## src/rtl/assert_macros.svh

```systemverilog
// assertion macros shared by the rtl
`ifndef ASSERT_MACROS_SVH
`define ASSERT_MACROS_SVH

// a condition implies a consequence in the same cycle
`define ASSERT_IMP(lbl, clk, rst, cond, cons) \
  lbl: assert property (@(posedge clk) disable iff (rst) (cond) |-> (cons)) \
    else $error("assertion failed");

// a condition implies a consequence in the next cycle
`define ASSERT_NEXT(lbl, clk, rst, cond, cons) \
  lbl: assert property (@(posedge clk) disable iff (rst) (cond) |=> (cons)) \
    else $error("assertion failed");

`endif

```

## src/rtl/mmpr_pkg.sv

```systemverilog
// ----------------------------------------------------------------------------
// mmpr_pkg
// types and constants shared by the matrix power recurrence block
// ----------------------------------------------------------------------------
`default_nettype none

package mmpr_pkg;

  // sequencer states
  typedef enum logic [2:0] {
    ST_IDLE,
    ST_RED,
    ST_MUL,
    ST_OUT
  } state_t;

  localparam int BASE_BITS = 32;

endpackage

`default_nettype wire

```

## src/rtl/modular_matrix_power_recurrence.sv

```systemverilog
// ----------------------------------------------------------------------------
// modular_matrix_power_recurrence
// term a(n) of a(1)=c, a(n)=c*(a(n-1)+a(n-2)) mod m through 2x2 matrix powers
// ----------------------------------------------------------------------------
// usage:
//   input channel in_valid/in_stall carries length and base; the result
//   channel out_valid/out_stall carries value and bad_length.
//   modulus is written through modulus_we/modulus_wdata while idle; the
//   user must keep to this, as the block itself does not enforce it.
//   one item at a time. base minus one is reduced modulo m by a bit-serial
//   restoring remainder and a set-up step, then the modular products run
//   on a single double-and-add unit, one cycle per multiplier bit. each
//   bit of the exponent n-1 costs 8 products (square) plus 8 more when the
//   bit is set, plus 2 for the final vector product.
//   zero length presents its result the cycle after the transfer, with
//   bad_length set.
// reset clears the sequencer and sets the modulus to 2. a stalled result is
// held in the output register; no new item is taken until it transfers.
// ----------------------------------------------------------------------------
`default_nettype none

module modular_matrix_power_recurrence #(
  parameter int MOD_BITS = 60,
  parameter int EXP_BITS = 32
) (
  input  wire                  clk,
  input  wire                  rst,
  input  wire                  in_valid,
  output logic                 in_stall,
  input  wire [EXP_BITS-1:0]   length,
  input  wire [31:0]           base,
  input  wire                  modulus_we,
  input  wire [MOD_BITS-1:0]   modulus_wdata,
  output logic                 out_valid,
  input  wire                  out_stall,
  output logic [MOD_BITS-1:0]  value,
  output logic                 bad_length
);

  `include "assert_macros.svh"

  localparam int W = MOD_BITS;
  localparam int BB = mmpr_pkg::BASE_BITS;
  localparam int BCW = $clog2(BB + 1);
  localparam int MCW = $clog2(W + 1);
  localparam int EW = EXP_BITS;

  mmpr_pkg::state_t state, state_next;

  logic [W-1:0]  modulus;
  logic [W-1:0]  m;
  logic [W-1:0]  c;
  logic [W-1:0]  one;
  logic [W-1:0]  p [4];
  logic [W-1:0]  s [4];
  logic [W-1:0]  t [4];
  logic [EW-1:0] exponent_left;
  logic          mult_phase;     // 1: multiply p*s, 0: square s
  logic [3:0]    prod_idx;       // which of the 8 products (2 per entry)
  logic          final_phase;
  // serial remainder
  logic [BB-1:0] rem_src;
  logic [BCW-1:0] bcnt;
  // serial multiplier
  logic [W-1:0]  acc;
  logic [W-1:0]  ma;
  logic [W-1:0]  mb;
  logic [MCW-1:0] mcnt;
  logic [W-1:0]  half;

  assign m = (modulus == '0) ? W'(1) : modulus;

  // modular add of two residues
  function automatic logic [W-1:0] add_mod(input logic [W-1:0] a,
                                           input logic [W-1:0] b,
                                           input logic [W-1:0] mm);
    logic [W:0] sum;
    sum = {1'b0, a} + {1'b0, b};
    if (sum >= {1'b0, mm}) return W'(sum - {1'b0, mm});
    return sum[W-1:0];
  endfunction

  // operand selection for product number prod_idx
  always_comb begin
    logic [1:0] e;
    logic       k;
    logic [W-1:0] x0, x1, y0, y1;
    e = prod_idx[2:1];
    k = prod_idx[0];
    x0 = mult_phase ? p[{e[1], 1'b0}] : s[{e[1], 1'b0}];
    x1 = mult_phase ? p[{e[1], 1'b1}] : s[{e[1], 1'b1}];
    y0 = s[{1'b0, e[0]}];
    y1 = s[{1'b1, e[0]}];
    if (final_phase) begin
      ma = k ? p[1] : p[0];
      mb = k ? one : c;
    end else begin
      ma = k ? x1 : x0;
      mb = k ? y1 : y0;
    end
  end

  // double-and-add step, msb of mb first
  logic [W-1:0] dbl, step_acc;
  always_comb begin
    dbl = add_mod(acc, acc, m);
    step_acc = mb[mcnt - MCW'(1)] ? add_mod(dbl, ma, m) : dbl;
  end

  // next state
  always_comb begin
    state_next = state;
    case (state)
      mmpr_pkg::ST_IDLE: if (in_valid) state_next = (length == '0) ?
                                       mmpr_pkg::ST_OUT : mmpr_pkg::ST_RED;
      mmpr_pkg::ST_RED:  if (bcnt == '0) state_next = mmpr_pkg::ST_MUL;
      mmpr_pkg::ST_MUL:  if (mcnt == MCW'(1) && final_phase && prod_idx[0])
                           state_next = mmpr_pkg::ST_OUT;
      mmpr_pkg::ST_OUT:  if (!out_stall) state_next = mmpr_pkg::ST_IDLE;
      default:           state_next = mmpr_pkg::ST_IDLE;
    endcase
  end

  // outputs
  always_comb begin
    in_stall = (state != mmpr_pkg::ST_IDLE);
    out_valid = (state == mmpr_pkg::ST_OUT);
  end

  // modulus register
  always_ff @(posedge clk) begin
    if (rst) modulus <= W'(2);
    else if (modulus_we) modulus <= modulus_wdata;
  end

  always_ff @(posedge clk) begin
    if (rst) state <= mmpr_pkg::ST_IDLE;
    else state <= state_next;
  end

  // datapath
  always_ff @(posedge clk) begin
    case (state)
      mmpr_pkg::ST_IDLE: begin
        if (in_valid) begin
          rem_src <= base - BB'(1);
          bcnt <= BCW'(BB);
          c <= '0;
          exponent_left <= length - EW'(1);
          bad_length <= (length == '0);
          value <= '0;
          one <= (m == W'(1)) ? '0 : W'(1);
          mult_phase <= 1'b1;
          final_phase <= 1'b0;
          prod_idx <= '0;
          mcnt <= MCW'(W);
          acc <= '0;
        end
      end
      mmpr_pkg::ST_RED: begin
        // restoring remainder, one bit a cycle
        if (bcnt != '0) begin
          logic [W:0] r2;
          r2 = {c, rem_src[BB-1]};
          c <= (r2 >= {1'b0, m}) ? W'(r2 - {1'b0, m}) : r2[W-1:0];
          rem_src <= rem_src << 1;
          bcnt <= bcnt - BCW'(1);
        end else begin
          p[0] <= one; p[1] <= '0; p[2] <= '0; p[3] <= one;
          s[0] <= c; s[1] <= c; s[2] <= one; s[3] <= '0;
          mult_phase <= exponent_left[0];
          final_phase <= (exponent_left == '0);
        end
      end
      mmpr_pkg::ST_MUL: begin
        if (mcnt != MCW'(1)) begin
          acc <= step_acc;
          mcnt <= mcnt - MCW'(1);
        end else begin
          acc <= '0;
          mcnt <= MCW'(W);
          if (!prod_idx[0]) begin
            half <= step_acc;
            prod_idx <= prod_idx + 4'd1;
          end else if (final_phase) begin
            value <= add_mod(half, step_acc, m);
          end else begin
            t[prod_idx[2:1]] <= add_mod(half, step_acc, m);
            if (prod_idx != 4'd7) begin
              prod_idx <= prod_idx + 4'd1;
            end else begin
              prod_idx <= '0;
              if (mult_phase) begin
                p[0] <= t[0]; p[1] <= t[1]; p[2] <= t[2];
                p[3] <= add_mod(half, step_acc, m);
                mult_phase <= 1'b0;
              end else begin
                s[0] <= t[0]; s[1] <= t[1]; s[2] <= t[2];
                s[3] <= add_mod(half, step_acc, m);
                exponent_left <= exponent_left >> 1;
                mult_phase <= exponent_left[1];
                final_phase <= ((exponent_left >> 1) == '0);
              end
            end
          end
        end
      end
      default: ;
    endcase
  end

  // assertions
  `ASSERT_IMP(a_out_idle, clk, rst, out_valid, in_stall)
  `ASSERT_NEXT(a_zero_len, clk, rst,
    (state == mmpr_pkg::ST_IDLE && in_valid && length == '0),
    (out_valid && bad_length && value == '0))
  `ASSERT_IMP(a_val_range, clk, rst, (out_valid && !bad_length), (value < m))

endmodule

`default_nettype wire

```

## config.mk

```make
export PLATFORM = sky130hd
export DESIGN_NAME = modular_matrix_power_recurrence
export DESIGN_NICKNAME = d
export VERILOG_FILES = /design/src/rtl/mmpr_pkg.sv /design/src/rtl/modular_matrix_power_recurrence.sv
export VERILOG_INCLUDE_DIRS = /design/src /design/src/rtl
export SDC_FILE = /design/constraint.sdc
export NUM_CORES = 2
export LEC_CHECK = 0
export BUFFER_PORTS_ARGS = -buffer_cell sky130_fd_sc_hd__buf_2
export CAP_MARGIN = 15
export CORE_ASPECT_RATIO = 1.2
export CORE_MARGIN = 2
export CORE_UTILIZATION = 25
export CTS_BUF_LIST = sky130_fd_sc_hd__clkbuf_2 sky130_fd_sc_hd__clkbuf_4 sky130_fd_sc_hd__clkbuf_8
export DETAILED_ROUTE_END_ITERATION = 7
export GPL_ROUTABILITY_DRIVEN = 0
export PLACE_DENSITY = 0.39
export SLEW_MARGIN = 20
export SYNTH_ARGS = -nofsm -noshare
export SYNTH_HDL_FRONTEND = slang
export SYNTH_SLANG_ARGS = --single-unit
```

## constraint.sdc

```tcl
create_clock -name clk -period 13.8 [get_ports clk]
set_input_delay 1.38 -clock clk [delete_from_list [all_inputs] [get_ports clk]]
set_output_delay 1.38 -clock clk [all_outputs]
set_load 0.01 [all_outputs]
```

==> reports/metrics.cfg <==
[setup_path]
max_stage_delay_ns = 0.49
path_delay_family = buffers and inverters
worstSetupStartpointType = flop
worst_ep_arrival_time_ns = 14.86
path_class = reg2reg
worst-path-buf-inv = 57
critical_path_required_ns = 14.49
cp-end-kind = flop
cpMostUsedCell = buf_4
cp_slowest_cell = or4b_4
cp_max_fo = 6

[cts]
numClockSinks = 1048
clk_pin_slew_worst_paths_ns = 0.06
insertion_delay_ns = 1.00
cts_buffer_depth = 4
cts_root_buffer = clkbuf_8
cts_buffers = 202
htree_levels = 4
cts_tree = built

[floorplanning]
die_width_um = 485
dieArea_mm2 = 0.282
die_h_um = 582
io_pins = 192
rows = 212
initial_core_util_pct = 25.1
core_area_mm2 = 0.277

[synthesis]
syn-num-nets = 7304
async_reset_ff_share_pct = 0
synth_top_area_share_pct = 42.5
ys_ff_latch = 1048
postSynthAreaPerCell_um2 = 10.2
synth_cells = 6796
ys_seq_area_share_pct = 44.4
synth_top_cell_by_area = edfxtp_1
yosysUniqueCellTypes = 103
synth_area_leaders = edfxtp_1 (43%), ha_1 (6.7%), mux4_2 (4.5%)
syn_area_mm2 = 0.0695
synth_commonest_cells = edfxtp_1 (984), nand2_1 (734), nor2_1 (555), a21oi_1 (446), ha_1 (373)
synth.most_common_cell = edfxtp_1
synth_ff_type = edfxtp_1
yosysWarnings = 0
synth_edf_count = 984

[outcome]
status = finished, violations left
violations = negative setup slack

[drt]
via_count = 61181
first_pass_iters = 5
antenna_left = 0
avgViaCountPerCell = 4.91
post_drt_wl_per_cell_um = 23.9
routed_wl_mm = 298
route.detailed.drc = 0
dr.first_iter.drc_count = 4118

[global_routing]
grt_max_degree = 131
grt_pass1_vias = 62610
grt_use_total_pct = 20.4
overflow = 0
grt_pass1_wl_mm = 425
grt_antenna_before_repair = 21

[placed_design]
dpl_cell_area_mm2 = 0.0864
port_buffers = 191
dp_cells = 11906
dp_hpwl_mm = 220

[sta]
tightest_slew_ns = 1.18
fmax_mhz = 70.5
finalMaxSlewViolations = 0
finalSetupViolations = 298
hold_viol = 0
period_needed_ns = 14.18
finalClockSkew_ns = 0.0951
slew-limit-headroom_pct = 21.5
rsz0062_at_grt = true
worst_slack_ns = -0.377
period_share_pct = 103

[final_layout]
drive_gt1_share_pct = 36.2
syn2layout_area_growth_pct = 38.3
stdcell_area_mm2 = 0.0961
fin_cells = 12471
finalNetCount = 9178

[min_path]
hp-class = reg2reg

[job]
maxCapViolations = 0

==> layer usage <==
layer | wire (um) | part of all wire [%] | global-route usage, %
met5 | 35 | 0.012 | 0
met4 | 12000 | 4.0 | 7.48
met3 | 13300 | 4.5 | 2.39
met2 | 139000 | 47 | 34.0
met1 | 133000 | 45 | 27.1
==> area by class of cell <==
| class | instances | area (um^2) |
|---|---|---|
| fillers | 28151 | 181000 |
| multi-input cells | 5088 | 39700 |
| diodes | 9 | 22.5 |
| repair buffers | 2039 | 15900 |
| inverters | 291 | 1150 |
| flip-flops and latches | 1048 | 30800 |
| well taps | 3638 | 4550 |
| clock inverters | 76 | 469 |
| clock buffers | 282 | 3420 |
==> flip-flops by register name, indices dropped and copies added (netlist names), named ones only <==
signal,count
state,2
half,60
exponent_left,32
modulus,60
t,180
final_phase,1
mcnt,6
c,60
rem_src,32
one,1
p,240
bad_length,1
prod_idx,4
mult_phase,1
value,60
s,240
bcnt,6
acc,60
==> logic make-up after synthesis <==
kind of cell | share of synthesized area, %
and+or+nand+nor | 15.1
xor gates and xnor gates | 5.03
muxes | 9.57
buffers and inverters | 3.75
adders and majority gates | 6.89
DFF | 44.4
AOI/OAI and AO/OA | 15.3
==> cells in the final DEF (no fill, tap or decap), types with 57 or more instances in the layout <==
master	synthesis	routed
buf_4	12	1725
edfxtp_1	984	984
nand2_1	734	705
nor2_1	555	448
a21oi_1	446	382
ha_1	373	318
and2_1	310	307
o21ai_0	296	251
mux2i_1	268	247
inv_1	289	241
xnor2_1	250	222
a21o_1	217	214
clkbuf_8	0	208
buf_2	68	189
mux4_2	140	140
xor2_1	146	132
nand4_1	102	102
nor2b_1	99	95
o22ai_1	93	83
o21bai_1	93	81
clkbuf_4	0	74
nand3_1	78	71
nor2_2	0	69
nor3_1	80	67
mux2_2	72	67
buf_6	0	61
a22oi_1	57	57
==> metrics by stage <==
step / worst slack, ns / hold slack (ns) / setup TNS (ns) / util, %
finish: -0.377 / 0.482 / -42.32 / 34.7
global route: -0.870 / 0.515 / -262.48 / 34.7
CTS: -0.618 / 0.493 / -165.04 / 33.8
detailed placement: -2.82 / 0.508 / -909.11 / 31.2
global placement: -2.86 / 0.512 / -915.38 / 31.2
floorplan: 0.852 / 0.483 / 0 / -
==> worst reg2reg max path, delay by kind of cell, from the launching register on <==
| kind | cells | cell delay, ns |
|---|---|---|
| buffers and inverters | 57 | 7.25 |
| muxes | 1 | 0.10 |
| DFF | 1 | 0.33 |
| and+or+nand+nor | 14 | 2.85 |
| xor gates and xnor gates | 1 | 0.17 |
| AOI/OAI and AO/OA | 14 | 2.66 |
| adders and majority gates | 2 | 0.54 |
==> what timing repair did <==
item,4_1_cts,5_1_grt
hold buffers,0,0
gates resized for setup,410,461
setup buffers,133,73
pin swaps,126,224
setup endpoints to repair,360,361
gates cloned,13,1
==> path summary, 6_finish.rpt <==
path / startpoint / cells after the start / slack, ns / endpoint
setup reg to reg: modulus[48]$_SDFFE_PP0P_ / 89 / -0.38 / acc[16]$_SDFFCE_PN0P_
setup / recovery: modulus[48]$_SDFFE_PP0P_ / 89 / -0.38 / acc[16]$_SDFFCE_PN0P_
hold reg to reg: t[1][16]$_DFFE_PP_ / 2 / 0.48 / s[1][16]$_DFFE_PP_
hold / removal: t[1][16]$_DFFE_PP_ / 2 / 0.48 / s[1][16]$_DFFE_PP_
Power is not shown: default switching activity piles up to over one toggle a cycle in this logic, so the estimate is an artifact.
